===== src/hw/rtl/sbqeq_pkg.sv =====
// ----------------------------------------------------------------------------
// sbqeq_pkg
// Types, sizes and arithmetic helpers for the stereo biquad equaliser.
// ----------------------------------------------------------------------------
package sbqeq_pkg;

    localparam int NUM_BANDS   = 10;
    localparam int SAMPLE_BITS = 24;
    localparam int COEF_BITS   = 24;
    localparam int DELAY_BITS  = 32;
    localparam int COEF_FRAC   = COEF_BITS - 4;
    localparam int BAND_BITS   = 4;
    localparam int PROD_BITS   = COEF_BITS + DELAY_BITS;
    localparam int ACC_BITS    = PROD_BITS + 3;
    localparam int CNT_BITS    = $clog2(NUM_BANDS + 1);

    typedef enum logic [0:0] {
        CMD_FILTER = 1'b0,
        CMD_WRITE  = 1'b1
    } command_t;

    typedef enum logic [2:0] {
        SLOT_ENABLE = 3'd0,
        SLOT_A1     = 3'd1,
        SLOT_A2     = 3'd2,
        SLOT_B0     = 3'd3,
        SLOT_B1     = 3'd4,
        SLOT_B2     = 3'd5
    } coef_slot_t;

    typedef enum logic [1:0] {
        ST_IDLE,
        ST_RUN,
        ST_OUT
    } state_t;

    typedef struct packed {
        logic                          command;
        logic signed [SAMPLE_BITS-1:0] left_sample;
        logic signed [SAMPLE_BITS-1:0] right_sample;
        logic                          end_of_block;
        logic [BAND_BITS-1:0]          band_number;
        logic [2:0]                    coef_slot;
        logic signed [COEF_BITS-1:0]   coef_value;
    } in_beat_t;

    typedef struct packed {
        logic signed [SAMPLE_BITS-1:0] left_result;
        logic signed [SAMPLE_BITS-1:0] right_result;
        logic                          end_of_block_out;
    } out_beat_t;

    // coefficient write broadcast to the cells
    typedef struct packed {
        logic                        wr;
        logic [BAND_BITS-1:0]        band;
        logic [2:0]                  slot;
        logic signed [COEF_BITS-1:0] value;
    } coef_wr_t;

    // sample travelling down the row
    typedef struct packed {
        logic                          valid;
        logic                          ch;
        logic signed [SAMPLE_BITS-1:0] x;
    } tok_t;

    function automatic logic signed [DELAY_BITS-1:0] sat_delay(
        input logic signed [ACC_BITS-1:0] v);
        logic signed [ACC_BITS-1:0] hi;
        logic signed [ACC_BITS-1:0] lo;
        hi = ACC_BITS'({1'b0, {(DELAY_BITS-1){1'b1}}});
        lo = -hi - ACC_BITS'(1);
        if (v > hi)
            sat_delay = hi[DELAY_BITS-1:0];
        else if (v < lo)
            sat_delay = lo[DELAY_BITS-1:0];
        else
            sat_delay = v[DELAY_BITS-1:0];
    endfunction

    function automatic logic signed [SAMPLE_BITS-1:0] sat_sample(
        input logic signed [ACC_BITS-1:0] v);
        logic signed [ACC_BITS-1:0] hi;
        logic signed [ACC_BITS-1:0] lo;
        hi = ACC_BITS'({1'b0, {(SAMPLE_BITS-1){1'b1}}});
        lo = -hi - ACC_BITS'(1);
        if (v > hi)
            sat_sample = hi[SAMPLE_BITS-1:0];
        else if (v < lo)
            sat_sample = lo[SAMPLE_BITS-1:0];
        else
            sat_sample = v[SAMPLE_BITS-1:0];
    endfunction

endpackage


===== src/hw/rtl/sbqeq_ctrl.sv =====
// ----------------------------------------------------------------------------
// sbqeq_ctrl
// Beat sequencer: launches both channels into the band row, collects results.
// ----------------------------------------------------------------------------
module sbqeq_ctrl (
    input  logic                 clk,
    input  logic                 rst_n,
    input  logic                 valid,
    output logic                 ready,
    input  sbqeq_pkg::in_beat_t  in_data,
    output logic                 out_valid,
    input  logic                 out_ready,
    output sbqeq_pkg::out_beat_t out_data,
    output sbqeq_pkg::coef_wr_t  coef_wr,
    output sbqeq_pkg::tok_t      tok_head,
    input  sbqeq_pkg::tok_t      tok_tail
);

    sbqeq_pkg::state_t state_reg, state_next;
    logic              second_reg, second_next;
    logic              got_l_reg, got_l_next;
    logic signed [sbqeq_pkg::SAMPLE_BITS-1:0] right_reg;
    logic              eob_reg;
    sbqeq_pkg::out_beat_t res_reg;
    logic              accept;

    assign accept = valid && ready;

    always_comb
    begin
        state_next  = state_reg;
        second_next = 1'b0;
        got_l_next  = got_l_reg;
        case (state_reg)
            sbqeq_pkg::ST_IDLE:
                if (accept && in_data.command == sbqeq_pkg::CMD_FILTER)
                begin
                    state_next  = sbqeq_pkg::ST_RUN;
                    second_next = 1'b1;
                    got_l_next  = 1'b0;
                end
            sbqeq_pkg::ST_RUN:
                if (tok_tail.valid)
                begin
                    if (tok_tail.ch)
                        state_next = sbqeq_pkg::ST_OUT;
                    else
                        got_l_next = 1'b1;
                end
            sbqeq_pkg::ST_OUT:
                if (out_ready)
                    state_next = sbqeq_pkg::ST_IDLE;
            default:
                state_next = sbqeq_pkg::ST_IDLE;
        endcase
    end

    always_comb
    begin
        ready     = (state_reg == sbqeq_pkg::ST_IDLE);
        out_valid = (state_reg == sbqeq_pkg::ST_OUT);
        out_data  = res_reg;
        coef_wr.wr    = accept && in_data.command == sbqeq_pkg::CMD_WRITE;
        coef_wr.band  = in_data.band_number;
        coef_wr.slot  = in_data.coef_slot;
        coef_wr.value = in_data.coef_value;
        tok_head.valid = 1'b0;
        tok_head.ch    = 1'b0;
        tok_head.x     = in_data.left_sample;
        if (accept && in_data.command == sbqeq_pkg::CMD_FILTER)
            tok_head.valid = 1'b1;
        else if (second_reg)
        begin
            // right channel follows in the cycle after the left
            tok_head.valid = 1'b1;
            tok_head.ch    = 1'b1;
            tok_head.x     = right_reg;
        end
    end

    always_ff @(posedge clk or negedge rst_n)
    begin
        if (!rst_n)
        begin
            state_reg  <= sbqeq_pkg::ST_IDLE;
            second_reg <= 1'b0;
            got_l_reg  <= 1'b0;
        end
        else
        begin
            state_reg  <= state_next;
            second_reg <= second_next;
            got_l_reg  <= got_l_next;
        end
    end

    always_ff @(posedge clk)
    begin
        if (accept)
        begin
            right_reg <= in_data.right_sample;
            eob_reg   <= in_data.end_of_block;
        end
        res_reg.end_of_block_out <= eob_reg;
        if (tok_tail.valid && !tok_tail.ch)
            res_reg.left_result <= tok_tail.x;
        if (tok_tail.valid && tok_tail.ch)
            res_reg.right_result <= tok_tail.x;
    end

endmodule


===== config.mk =====
export PLATFORM = sky130hd
export DESIGN_NAME = sbqeq_ctrl
export DESIGN_NICKNAME = d
export VERILOG_FILES = /design/src/hw/rtl/sbqeq_pkg.sv /design/src/hw/rtl/sbqeq_ctrl.sv
export SDC_FILE = /design/constraint.sdc
export NUM_CORES = 1
export LEC_CHECK = 0
export ABC_AREA = 1
export BUFFER_PORTS_ARGS = -buffer_cell sky130_fd_sc_hd__buf_2
export CORE_UTILIZATION = 42
export CTS_CLUSTER_DIAMETER = 60
export DETAILED_ROUTE_END_ITERATION = 8
export PLACE_DENSITY_LB_ADDON = 0.3
export RECOVER_POWER = 50
export SLEW_MARGIN = 20
export SYNTH_ARGS = -nofsm -noshare
export SYNTH_HDL_FRONTEND = slang
export SYNTH_SLANG_ARGS = --single-unit

===== constraint.sdc =====
create_clock -name clk -period 2.1 [get_ports clk]
set_input_delay 0.105 -clock clk [delete_from_list [all_inputs] [get_ports clk]]
set_output_delay 0.105 -clock clk [all_outputs]
set_load 0.05 [all_outputs]

==> reports/qor.json <==
{
  "ant_nets": 0,
  "fp.dieW_um": 90.94,
  "first_global_vias": 2703,
  "p_per_area_nw_per_um2": 977.2,
  "post_route_cells_drive_above_1_share_pct": 36.02,
  "grt_remaining_overflow": 0,
  "placedCellCount": 509,
  "final_core_utilization_pct": 60.37,
  "cp-end-kind": "output pin",
  "setup_violations": 0,
  "cts_tree": "built",
  "worst_setup_hold_path_clk_slew_ps": 70,
  "worst_skew_pair.late_latency_ps": 340,
  "fin_cells": 574,
  "status": "finished, final reports clean",
  "yosys-top-cells-area": "sky130_fd_sc_hd__edfxtp_1 66%, sky130_fd_sc_hd__nand2_1 14%, sky130_fd_sc_hd__buf_4 7.7%, sky130_fd_sc_hd__nand4_1 4.5%, sky130_fd_sc_hd__dfrtp_1 2.3%",
  "final_hold_viol_count": 0,
  "ys_ff_latch": 77,
  "synth_sequential_area_ratio_pct": 68.85,
  "ys.warnings.count": 0,
  "die_outline_height_um": 90.94,
  "grt_pass1_wl_mm": 12.54,
  "timing.final.crit_share_pct": 86.88,
  "grt_max_degree": 29,
  "residual_drc": 0,
  "clock_skew_ps": 7.528,
  "max_slew_margin_pct": 9.359,
  "grt_setup_unrepaired": "no",
  "floorplan.initialDensity_pct": 43.21,
  "placement.io_buffers": 157,
  "fraction_of_post_synthesis_cell_area_in_the_top_cell_type_by_area_pct": 65.99,
  "minimum_clock_period_ps": 1824,
  "drtIter0Drc": 86,
  "post-dp-hpwl_mm": 5.211,
  "cts_inserted_buffers": 9,
  "post_synth_num_cell_types": 16,
  "final.setup.tns_ps": 0,
  "drv.max_cap_violation_count": 0,
  "routabilityCongestion": 0.7629,
  "drtPass1Iterations": 4,
  "hp-class": "in2reg",
  "fp.dieArea_um2": 8269,
  "grt.total_usage_pct": 19.76,
  "fmax_ghz": 0.5481,
  "synth_area_leader_cell": "sky130_fd_sc_hd__edfxtp_1",
  "synth_area_um2": 3322,
  "min_to": "state_reg[1]",
  "min_from": "out_ready",
  "r2r_end": "right_reg[10]",
  "hold-path-cell-count": 4,
  "timing.critical_path.from_type": "flip-flop",
  "number_of_antenna_violations_at_the_first_check_in_global_routing": 0,
  "cts-htree-levels": 3,
  "largest_register_ffs": 49,
  "final_report_max_slew_violation_count": 0,
  "rows": 32,
  "ioPinCount": 220,
  "num-nets-final": 579,
  "num_antenna_cells": 0,
  "largest_fanout_on_the_critical_path": 22,
  "power.leakage_nw": 2.152,
  "worst-setup-path-type": "reg2out",
  "worstPathArrival_ps": 1720,
  "cts.sink_count": 77,
  "worst_ir_drop_vdd_mv": 0.5855,
  "clock_tree.buffer_depth": 2,
  "routed_wl_mm": 8.089,
  "fp.coreArea_um2": 7687,
  "post_drt_via_cell_ratio": 4.697,
  "worst_slew_pin_slew_ps": 1360,
  "nets_in_the_synthesized_netlist": 399,
  "area_growth_syn_to_layout_pct": 39.70,
  "worst_r2r_path_depth": 4,
  "wl_per_cell_um": 14.09,
  "worst_reg_to_reg_setup_slack_ps": 680,
  "root_buffer_cell": "sky130_fd_sc_hd__clkbuf_8",
  "crit_reg_reg_startpoint": "state_reg[0]",
  "vias": 2696,
  "gate_count_of_the_mapped_netlist": 288,
  "syn_area_per_cell_um2": 11.53,
  "timing.critical_path.required_ps": 2000
}
## area by class of cell
type                    instances  area [µm²]
clock inverters                 6       63.81
clock buffers                   9       123.9
fillers                       672        3047
well taps                     102       127.6
flip-flops and latches         77        2287
inverters                       9       33.78
repair buffers                214        1320
multi-input cells             157       684.4
## worst max-delay path by stage
stage                      start     endpoint  slack, ps
floorplan           state_reg[0]      eob_reg        530
CTS                 state_reg[0]  tok_head[6]        270
global route        state_reg[0]  tok_head[6]        130
finish              state_reg[0]  tok_head[6]        280
detailed placement   in_data[80]  tok_head[7]        580
global placement     in_data[80]  tok_head[7]        630
## kinds of logic after synthesis
group | synth area share [%]
compound gates | 0.3013
buf+inv | 10.62
flops | 68.85
simple gates | 20.23
## worst max-delay path: stages, from the launching register on
cell                      delay, ps
sky130_fd_sc_hd__dfrtp_1        460
sky130_fd_sc_hd__nor2_8         180
sky130_fd_sc_hd__buf_4          260
sky130_fd_sc_hd__nand4_1        110
sky130_fd_sc_hd__nand2_1        100
sky130_fd_sc_hd__buf_2          260
## cells in the mapped netlist
master,number
sky130_fd_sc_hd__nand2_1,126
sky130_fd_sc_hd__edfxtp_1,73
sky130_fd_sc_hd__buf_4,34
sky130_fd_sc_hd__nand4_1,24
sky130_fd_sc_hd__inv_1,7
sky130_fd_sc_hd__buf_2,6
sky130_fd_sc_hd__clkbuf_1,3
sky130_fd_sc_hd__dfrtp_1,3
sky130_fd_sc_hd__nor2_1,3
sky130_fd_sc_hd__buf_6,2
sky130_fd_sc_hd__o21ai_0,2
sky130_fd_sc_hd__clkinv_1,1
sky130_fd_sc_hd__dfxtp_1,1
sky130_fd_sc_hd__inv_2,1
sky130_fd_sc_hd__nand3_4,1
sky130_fd_sc_hd__nor2_8,1
## power by group
group          switching (mW)  total (mW)  internal [mW]  leakage, nW
clock network           0.537        1.08          0.542       0.0915
logic                    1.15        1.52          0.375         1.33
registers              0.0581        1.93           1.87        0.735
## routing by layer
layer  vias up  wire length [µm]  part of all wire [%]  track usage, %
met5         -                 0                     0               0
met4         0                78                  0.96           7.672
met3        11               878                    11           8.291
met2       159              3942                    49           33.90
met1      1228              3190                    39           21.72
li1       1298                 -                     -               -
## per-stage QoR
stage	hold WS, ps	power, mW	cell area [µm²]	worst slack [ps]
floorplan	-190.6	3.228	3322	528.7
global route	43.67	4.728	4641	125.9
finish	21.92	4.535	4641	275.6
detailed placement	-93.88	3.420	3971	584.6
global placement	-96.40	3.400	3971	629.4
CTS	13.16	4.546	4659	270.9
## timing repair
action                                 CTS  global route
buffers inserted                         0             0
resized for setup                        0             0
endpoints found under the hold margin   76             0
hold buffers                            50             0
## cells in the final DEF (no fill, tap or decap)
master                          count
sky130_fd_sc_hd__buf_2            145
sky130_fd_sc_hd__nand2_1          126
sky130_fd_sc_hd__edfxtp_1          73
sky130_fd_sc_hd__dlygate4sd3_1     50
sky130_fd_sc_hd__nand4_1           24
sky130_fd_sc_hd__clkbuf_1          13
sky130_fd_sc_hd__clkbuf_8           9
sky130_fd_sc_hd__inv_1              7
sky130_fd_sc_hd__buf_4              6
sky130_fd_sc_hd__dfrtp_1            3
sky130_fd_sc_hd__nor2_1             2
sky130_fd_sc_hd__o21ai_0            2
sky130_fd_sc_hd__clkinv_2           2
sky130_fd_sc_hd__clkinvlp_4         2
sky130_fd_sc_hd__nor2_8             1
sky130_fd_sc_hd__clkinv_1           1
sky130_fd_sc_hd__nand3_4            1
sky130_fd_sc_hd__inv_2              1
sky130_fd_sc_hd__nor2_2             1
sky130_fd_sc_hd__bufinv_16          1
sky130_fd_sc_hd__inv_6              1
sky130_fd_sc_hd__dfxtp_1            1
(Power assumes the default switching activity.)
